**config.mk**
```make
export PLATFORM = sky130hd
export DESIGN_NAME = htwd_ctrl
export DESIGN_NICKNAME = d
export VERILOG_FILES = /design/src/design/htwd_pkg.sv /design/src/design/htwd_ctrl.sv
export SDC_FILE = /design/constraint.sdc
export NUM_CORES = 1
export LEC_CHECK = 0
export ABC_AREA = 1
export ABC_CLOCK_PERIOD_IN_PS = 2800
export BUFFER_PORTS_ARGS = -buffer_cell sky130_fd_sc_hd__buf_2
export CAP_MARGIN = 20
export CORE_AREA = 3 3 40 42
export DETAILED_ROUTE_END_ITERATION = 7
export DIE_AREA = 0 0 43 45
export GPL_TIMING_DRIVEN = 0
export SYNTH_ARGS = -nofsm -noshare
export SYNTH_HDL_FRONTEND = slang
export SYNTH_SLANG_ARGS = --single-unit
```
**constraint.sdc**
```tcl
create_clock -name clk -period 2.8 [get_ports clk]
set_clock_uncertainty 0.1 [all_clocks]
set_input_delay 0.56 -clock clk [delete_from_list [all_inputs] [get_ports clk]]
set_output_delay 0.56 -clock clk [all_outputs]
set_load 0.02 [all_outputs]
```
**src/design/htwd_pkg.sv**
```systemverilog
// shared types and constants of the huffman tree walk decoder
`timescale 1ns / 1ps

package htwd_pkg;

	localparam int IDX_W      = 9;
	localparam int SYM_W      = 8;
	localparam int BYTE_BITS  = 8;
	localparam int CNT_W      = 4;
	localparam int NODE_COUNT_DEFAULT = 512;
	// child indexes are nine bits wide, so no more entries can ever be reached
	localparam int IDX_SPAN   = 1 << IDX_W;

	typedef enum logic [1:0] {
		CMD_LOAD    = 2'd0,
		CMD_DECODE  = 2'd1,
		CMD_RESTART = 2'd2
	} cmd_t;

	typedef enum logic [1:0] {
		ST_OK      = 2'd0,
		ST_MISSING = 2'd1,
		ST_STICKY  = 2'd2
	} status_t;

	typedef enum logic [2:0] {
		S_IDLE,
		S_FETCH,
		S_STEP,
		S_LOOK,
		S_FINISH
	} fsm_t;

	typedef struct packed {
		cmd_t              cmd;
		logic [IDX_W-1:0]  node_index;
		logic [IDX_W-1:0]  left_child;
		logic [IDX_W-1:0]  right_child;
		logic [SYM_W-1:0]  leaf_symbol;
		logic [SYM_W-1:0]  data_byte;
		logic [CNT_W-1:0]  valid_bits;
	} in_item_t;

	typedef struct packed {
		logic              has_symbol;
		logic [SYM_W-1:0]  symbol;
		status_t           status;
		logic              last;
	} out_item_t;

	typedef struct packed {
		logic [IDX_W-1:0]  left;
		logic [IDX_W-1:0]  right;
		logic [SYM_W-1:0]  sym;
	} node_t;

	// controller to datapath
	typedef struct packed {
		logic load;
		logic restart;
		logic begin_dec;
		logic sticky;
		logic fetch_done;
		logic advance;
		logic miss;
		logic land;
		logic finish;
	} dp_cmd_t;

	// datapath to controller
	typedef struct packed {
		logic err;
		logic bits_done;
		logic miss;
	} dp_sts_t;

endpackage

```
**src/design/htwd_ctrl.sv**
```systemverilog
// controller state machine of the huffman tree walk decoder
`timescale 1ns / 1ps

module htwd_ctrl import htwd_pkg::*; (
	input  logic    clk,
	input  logic    arst_n,
	input  logic    start,
	input  cmd_t    cmd,
	input  dp_sts_t sts,
	output dp_cmd_t ctl,
	output logic    busy
);

	fsm_t state_q, state_d;

	always_ff @(posedge clk or negedge arst_n) begin
		if (!arst_n) begin
			state_q <= S_IDLE;
		end else begin
			state_q <= state_d;
		end
	end

	always_comb begin
		state_d = state_q;
		unique case (state_q)
			S_IDLE: begin
				if (start && cmd == CMD_DECODE) begin
					state_d = sts.err ? S_FINISH : S_FETCH;
				end
			end
			S_FETCH: state_d = S_STEP;
			S_STEP: begin
				if (sts.bits_done || sts.miss) begin
					state_d = S_FINISH;
				end else begin
					state_d = S_LOOK;
				end
			end
			S_LOOK:   state_d = S_STEP;
			S_FINISH: state_d = S_IDLE;
			default:  state_d = S_IDLE;
		endcase
	end

	always_comb begin
		ctl  = '0;
		busy = (state_q != S_IDLE);
		unique case (state_q)
			S_IDLE: begin
				if (start) begin
					case (cmd)
						CMD_LOAD:    ctl.load = 1'b1;
						CMD_RESTART: ctl.restart = 1'b1;
						CMD_DECODE: begin
							ctl.sticky    = sts.err;
							ctl.begin_dec = !sts.err;
						end
						default: ;
					endcase
				end
			end
			S_FETCH: ctl.fetch_done = 1'b1;
			S_STEP: begin
				if (!sts.bits_done) begin
					ctl.miss    = sts.miss;
					ctl.advance = !sts.miss;
				end
			end
			S_LOOK:   ctl.land = 1'b1;
			S_FINISH: ctl.finish = 1'b1;
			default: ;
		endcase
	end

endmodule

```
==> results of run 1 <==
[cell families after synthesis]
| kind of cell | count (synthesis) | share of synthesized area |
|---|---|---|
| buf+inv | 9 | 0.132 |
| flops | 3 | 0.293 |
| simple gates | 28 | 0.556 |
| compound gates | 1 | 0.0195 |
[Yosys cell counts (all sizes together)]
master  count  share of area
dfrtp       3           0.29
a21oi       1          0.019
nor2       11           0.20
nor3        2          0.059
nand2       7           0.11
nand3b      1          0.029
inv         9           0.13
nand3       7           0.16
[worst reg2reg max path: cells and delay by family (launching register included)]
kind / cells / cell delay [ns]
AO/OA/AOI/OAI: 1 / 0.05
flip-flops: 1 / 0.41
AND/OR/NAND/NOR: 3 / 0.42
[layout make-up]
class                           count  area, um^2  area share
Multi-Input combinational cell     29         148       0.382
Timing Repair Buffer               17        85.1       0.220
Sequential cell                     3        75.1       0.194
Clock buffer                        4        26.3      0.0680
Tap cell                           15        18.8      0.0485
Inverter                            9        33.8      0.0874
[layer usage]
layer / up-vias / part of all wire / global-route usage / wire (um)
met3: 0 / 0.070 / 0.0359 / 43
met4: 0 / 0 / 0.0723 / 0
met2: 8 / 0.48 / 0.111 / 294
met1: 128 / 0.45 / 0.0821 / 272
met5: - / 0 / 0 / 0
li1: 170 / - / - / -
[final timing paths]
path / endpoint / from / slack, ns / depth (start not counted)
max in group asynchronous: state_q[0] / arst_n / 2.48 / 1
worst max-delay path: ctl[5] / state_q[1] / 0.91 / 4
min in group clk: state_q[1] / state_q[2] / 0.50 / 3
worst max register to register: state_q[2] / state_q[1] / 1.69 / 4
worst min register to register: state_q[1] / state_q[2] / 0.50 / 3
worst min-delay path: state_q[2] / arst_n / 0.02 / 1
[stage by stage]
| step | power (mW) | hold slack [ns] |
|---|---|---|
| 2_1_floorplan | 0.259 | 0.164 |
| 3_3_place_gp | 0.321 | 0.257 |
| 3_5_place_dp | 0.324 | 0.257 |
| 4_1_cts | 0.402 | 0.00990 |
| 5_1_grt | 0.435 | 0.000532 |
| 6_report | 0.395 | 0.0155 |
[power by group through the flow]
stage	clock network [mW]	registers [mW]	logic, mW
after global routing	0.0842	0.0893	0.262
after CTS	0.0774	0.0870	0.238
after detailed placement	0	0.0872	0.237
final	0.0744	0.0863	0.235
after floorplan	0	0.0830	0.176
after global placement	0	0.0866	0.234
==> metrics, run 1 <==
max-slew violation count 0; Finish-stage setup viols 0; CTS Buffer Depth 2; die area slightly below 2000 um^2; cell area power density ~1000 nW/um^2; HPWL Detailed 523 um; crit path DAT between 1 and 1.5 ns; Root Buffer clkbuf_4; post-route ant nets 0; post_cts resized 0; worst slew pin tran around 0.18 ns; Top Family by Delay on Critical Path simple AND/OR/NAND/NOR gates; Syn-to-layout area delta 50.7%; die width around 43 um; top flop regs state_q: 3 flops; largest net degree at the start of global routing 7; switching power ~200 uW; Core Area between 1000 and 1500 um^2; syn nets ~50; max reg flops 3; most frequent cells in the layout buf_2, nor2_1, inv_1, nand3_1, nand2_1; design area between 300 and 400 um^2; switch share 0.511; Synth Instances a little over 40; chip height approximately 45 um; Pint a little under 200 uW; layout cells sized above 1 0.419; number of antenna violations at the first check in global routing 0; Crit path required time about 2.1 ns; Clock Latency Late Sink about 0.23 ns; f_max around 530 MHz; Max stage delay cell, worst path dfrtp_1; Final Critical Period approximately 1.9 ns; first-pass GRT wire length around 1000 um; register bit total from synthesis 3; utilization after layout 0.301; Largest Register state_q; status complete, no violations; io pins 18; Final Instance Count excl. Fillers 77; synth unique cells 14; TritonCTS clock tree done; Post-Synthesis Mean Instance Area ~6.3 um^2; maximum VDD drop 0.000307 V; Seq/Total Area, Yosys 0.293; Post-Route WL 610 um; Worst Path Max Fanout 4; Comb pwr share 0.593; First DRT Iteration DRCs 5; hold buffer count at cts 0; worst slack, placed a little over 1 ns; Initial Utilization 0.200; setup ws final between 0.9 and 1 ns; Max stage delay on crit path around 0.41 ns; Lkg Pwr between 0.2 and 0.25 nW; Fillers between 100 and 150; Post-CTS Repair Setup Buffers 0; YS warnings 0; unrepaired setup endpoints after global routing no; 1st-pass router iterations 3; Max Cap Viol 0; CP bufs+invs 1; Tcrit/Tclk final 0.676; Clock Power Share 0.188; Slew HR 0.877; worst-path cell chain nor2_2, nand3_1, nor2_1, buf_2; DRC 0; via count 306; Nets 71; GPL Wtd Cong 0.782; Crit Path Class reg2out; crit path capture type output pin; Std-Cell Rows 13; n_diodes 0; gr usage total 0.0767; Hold Path Class in2async; clock sinks 3; Sequential Power Share 0.218; Vias per Instance approximately 4.0; I/O Buffers 17; crit path launch type flop; H-tree depth 1; Post-Synthesis Cell Area between 200 and 300 um^2; grt ovf 0; Num CTS Buffers 3; vias in the first global route roughly 270; Setup TNS 0 ns; post-placement cell count 73; dpl cell area 360 um^2; most common cell after layout, fill and taps aside buf_2; DR WL/cell roughly 7.9 um; clock slew at reported path FFs 0.04 ns; Fin. Hold Viols 0
(Power assumes the default switching activity.)
==> run 2, diff against run 1 <==
ABC_CLOCK_PERIOD_IN_PS = 1750   (was 2800)
clock period = 1.75 ns   (was 2.8 ns; I/O delays follow)
==> run 2 against run 1 <==
Die area did not move. Critical path depth stayed put. Clock-buffer cell count unchanged. Worst hold slack improved by 0.31 ns. Register-to-register slack got worse by 1.0 ns. Setup slack got worse by 0.79 ns. Sequential power is 73% higher. First-iteration DRC count unchanged. Flip-flop and latch count unchanged. Clock power increased by 64%. Largest cell class unchanged.
==> metrics, run 2 (synthesized netlist as in run 1, its figures left out) <==
vias in the first global route 270 (was 267); Final Instance Count excl. Fillers 78 (was 77); Max stage delay cell, worst path dfrtp_2 (was dfrtp_1); status complete, no violations (unchanged); H-tree depth 1 (unchanged); first-pass GRT wire length 1060 um (was 1040 um); Root Buffer clkbuf_4 (unchanged); Initial Utilization 0.200 (unchanged); die area 1940 um^2 (unchanged); Post-Route WL 628 um (was 610 um); Core Area 1280 um^2 (unchanged); Max stage delay on crit path 0.43 ns (was 0.41 ns); max-slew violation count 0 (unchanged); Final Critical Period approximately 1.6 ns; Hold Path Class in2reg (was in2async); worst-path cell chain nor2_4, nand2_2, nor3_2, buf_2 (was nor2_2, nand3_1, nor2_1, buf_2); most common cell after layout, fill and taps aside buf_2 (unchanged); I/O Buffers 17 (unchanged); DR WL/cell 8.05 um (was 7.92 um); HPWL Detailed 523 um (unchanged); number of antenna violations at the first check in global routing 0 (unchanged); die width 43 um (unchanged); Pint 320 uW (was 193 uW); crit path DAT 1.19 ns (was 1.23 ns); largest net degree at the start of global routing 7 (unchanged); max reg flops 3 (unchanged); Finish-stage setup viols 0 (unchanged); via count 307 (was 306); Std-Cell Rows 13 (unchanged); utilization after layout 0.314 (was 0.301); crit path launch type flop (unchanged); grt ovf 0 (unchanged); Crit Path Class reg2out (unchanged); Nets 72 (was 71); Comb pwr share 0.587 (was 0.593); Tcrit/Tclk final 0.935; design area 403 um^2 (was 387 um^2); post-placement cell count 73 (unchanged); Lkg Pwr 0.249 nW (was 0.244 nW); 1st-pass router iterations 3 (unchanged); Fillers 149 (was 148); Setup TNS 0 ns (unchanged); Worst Path Max Fanout 4 (unchanged); gr usage total 0.0775 (was 0.0767); layout cells sized above 1 0.444 (was 0.419); Fin. Hold Viols 0 (unchanged); clock slew at reported path FFs 0.04 ns (about the same); Clock Latency Late Sink 0.23 ns (about the same); post-route ant nets 0 (unchanged); Num CTS Buffers 3 (unchanged); Slew HR 0.876 (was 0.877); Vias per Instance 3.94 (was 3.97); unrepaired setup endpoints after global routing no (unchanged); most frequent cells in the layout buf_2, nor2_1, inv_1, nand3_1, nand2_1 (unchanged); top flop regs state_q: 3 flops (unchanged); GPL Wtd Cong 0.782 (unchanged); TritonCTS clock tree done (unchanged); maximum VDD drop 0.000442 V (was 0.000307 V); Sequential Power Share 0.228 (was 0.218); io pins 18 (unchanged); switch share 0.512 (was 0.511); cell area power density 1630 nW/um^2 (was 1020 nW/um^2); clock sinks 3 (unchanged); Largest Register state_q (unchanged); switching power 336 uW (was 202 uW); Crit path required time 1.30 ns (was 2.14 ns); CP bufs+invs 1 (unchanged); worst slew pin tran 0.186 ns (was 0.184 ns); Hold WS 0.328 ns (was 0.0155 ns); n_diodes 0 (unchanged); chip height 45 um (unchanged); crit path capture type output pin (unchanged); Clock Power Share 0.185 (was 0.188); Max Cap Viol 0 (unchanged); First DRT Iteration DRCs 5 (unchanged); dpl cell area 360 um^2 (unchanged); f_max between 600 and 700 MHz; Syn-to-layout area delta 57.1% (was 50.7%); DRC 0 (unchanged); Top Family by Delay on Critical Path flip-flops (was simple AND/OR/NAND/NOR gates); CTS Buffer Depth 2 (unchanged)
==> run 2: what timing repair did <==
item                                    4_1_cts  5_1_grt
buffers inserted                              0        0
hold endpoints to repair                      3        0
resized for setup                             0        3
hold buffers                                  1        0
endpoints found under the setup margin        0        4
==> run 2: per-stage QoR <==
| stage | setup WS (ns) | total power, mW |
|---|---|---|
| after floorplan | 0.267 | 0.414 |
| after global placement | 0.311 | 0.514 |
| after detailed placement | 0.304 | 0.519 |
| after CTS | 0.0521 | 0.646 |
| after global routing | 0.0124 | 0.715 |
| final | 0.113 | 0.655 |
==> run 2: path summary, 6_finish.rpt <==
check,startpoint,slack (ns),depth (start not counted),to
min in group asynchronous,arst_n,0.34,2,state_q[2]
min reg2reg,state_q[2],0.51,3,state_q[1]
max in group asynchronous,arst_n,1.10,2,state_q[1]
max reg2reg,state_q[1],0.69,4,state_q[2]
max,state_q[1],0.11,4,ctl[8]
min,sts[0],0.33,4,state_q[1]
==> run 2: metal layers <==
metal  vias to the layer above  GRT usage  part of all wire
li1                        171          -                 -
met1                       128     0.0845              0.44
met2                         8      0.111              0.49
met3                         0     0.0359             0.068
met4                         0     0.0723                 0
met5                         -          0                 0
==> run 2: worst reg2reg max path, stage by stage (launching register included) <==
cell and delay [ns]:
dfrtp_2 0.43, nor2_4 0.15, nand2_2 0.09, nor2_1 0.11, a21oi_1 0.05
==> run 2: final cells by class <==
type                       instances  area (um^2)  area share
multi-input combinational         29          153       0.379
timing repair buffer              18         95.1       0.236
sequential                         3         76.3       0.189
inverter                           9         33.8      0.0839
clock buffer                       4         26.3      0.0652
tap                               15         18.8      0.0466
==> run 2: power by group through the flow <==
stage / Clock, mW / Sequential [mW] / Combinational (mW)
2_1_floorplan: 0 / 0.133 / 0.281
3_3_place_gp: 0 / 0.139 / 0.375
3_5_place_dp: 0 / 0.140 / 0.380
4_1_cts: 0.124 / 0.139 / 0.383
5_1_grt: 0.134 / 0.154 / 0.428
6_report: 0.122 / 0.149 / 0.385
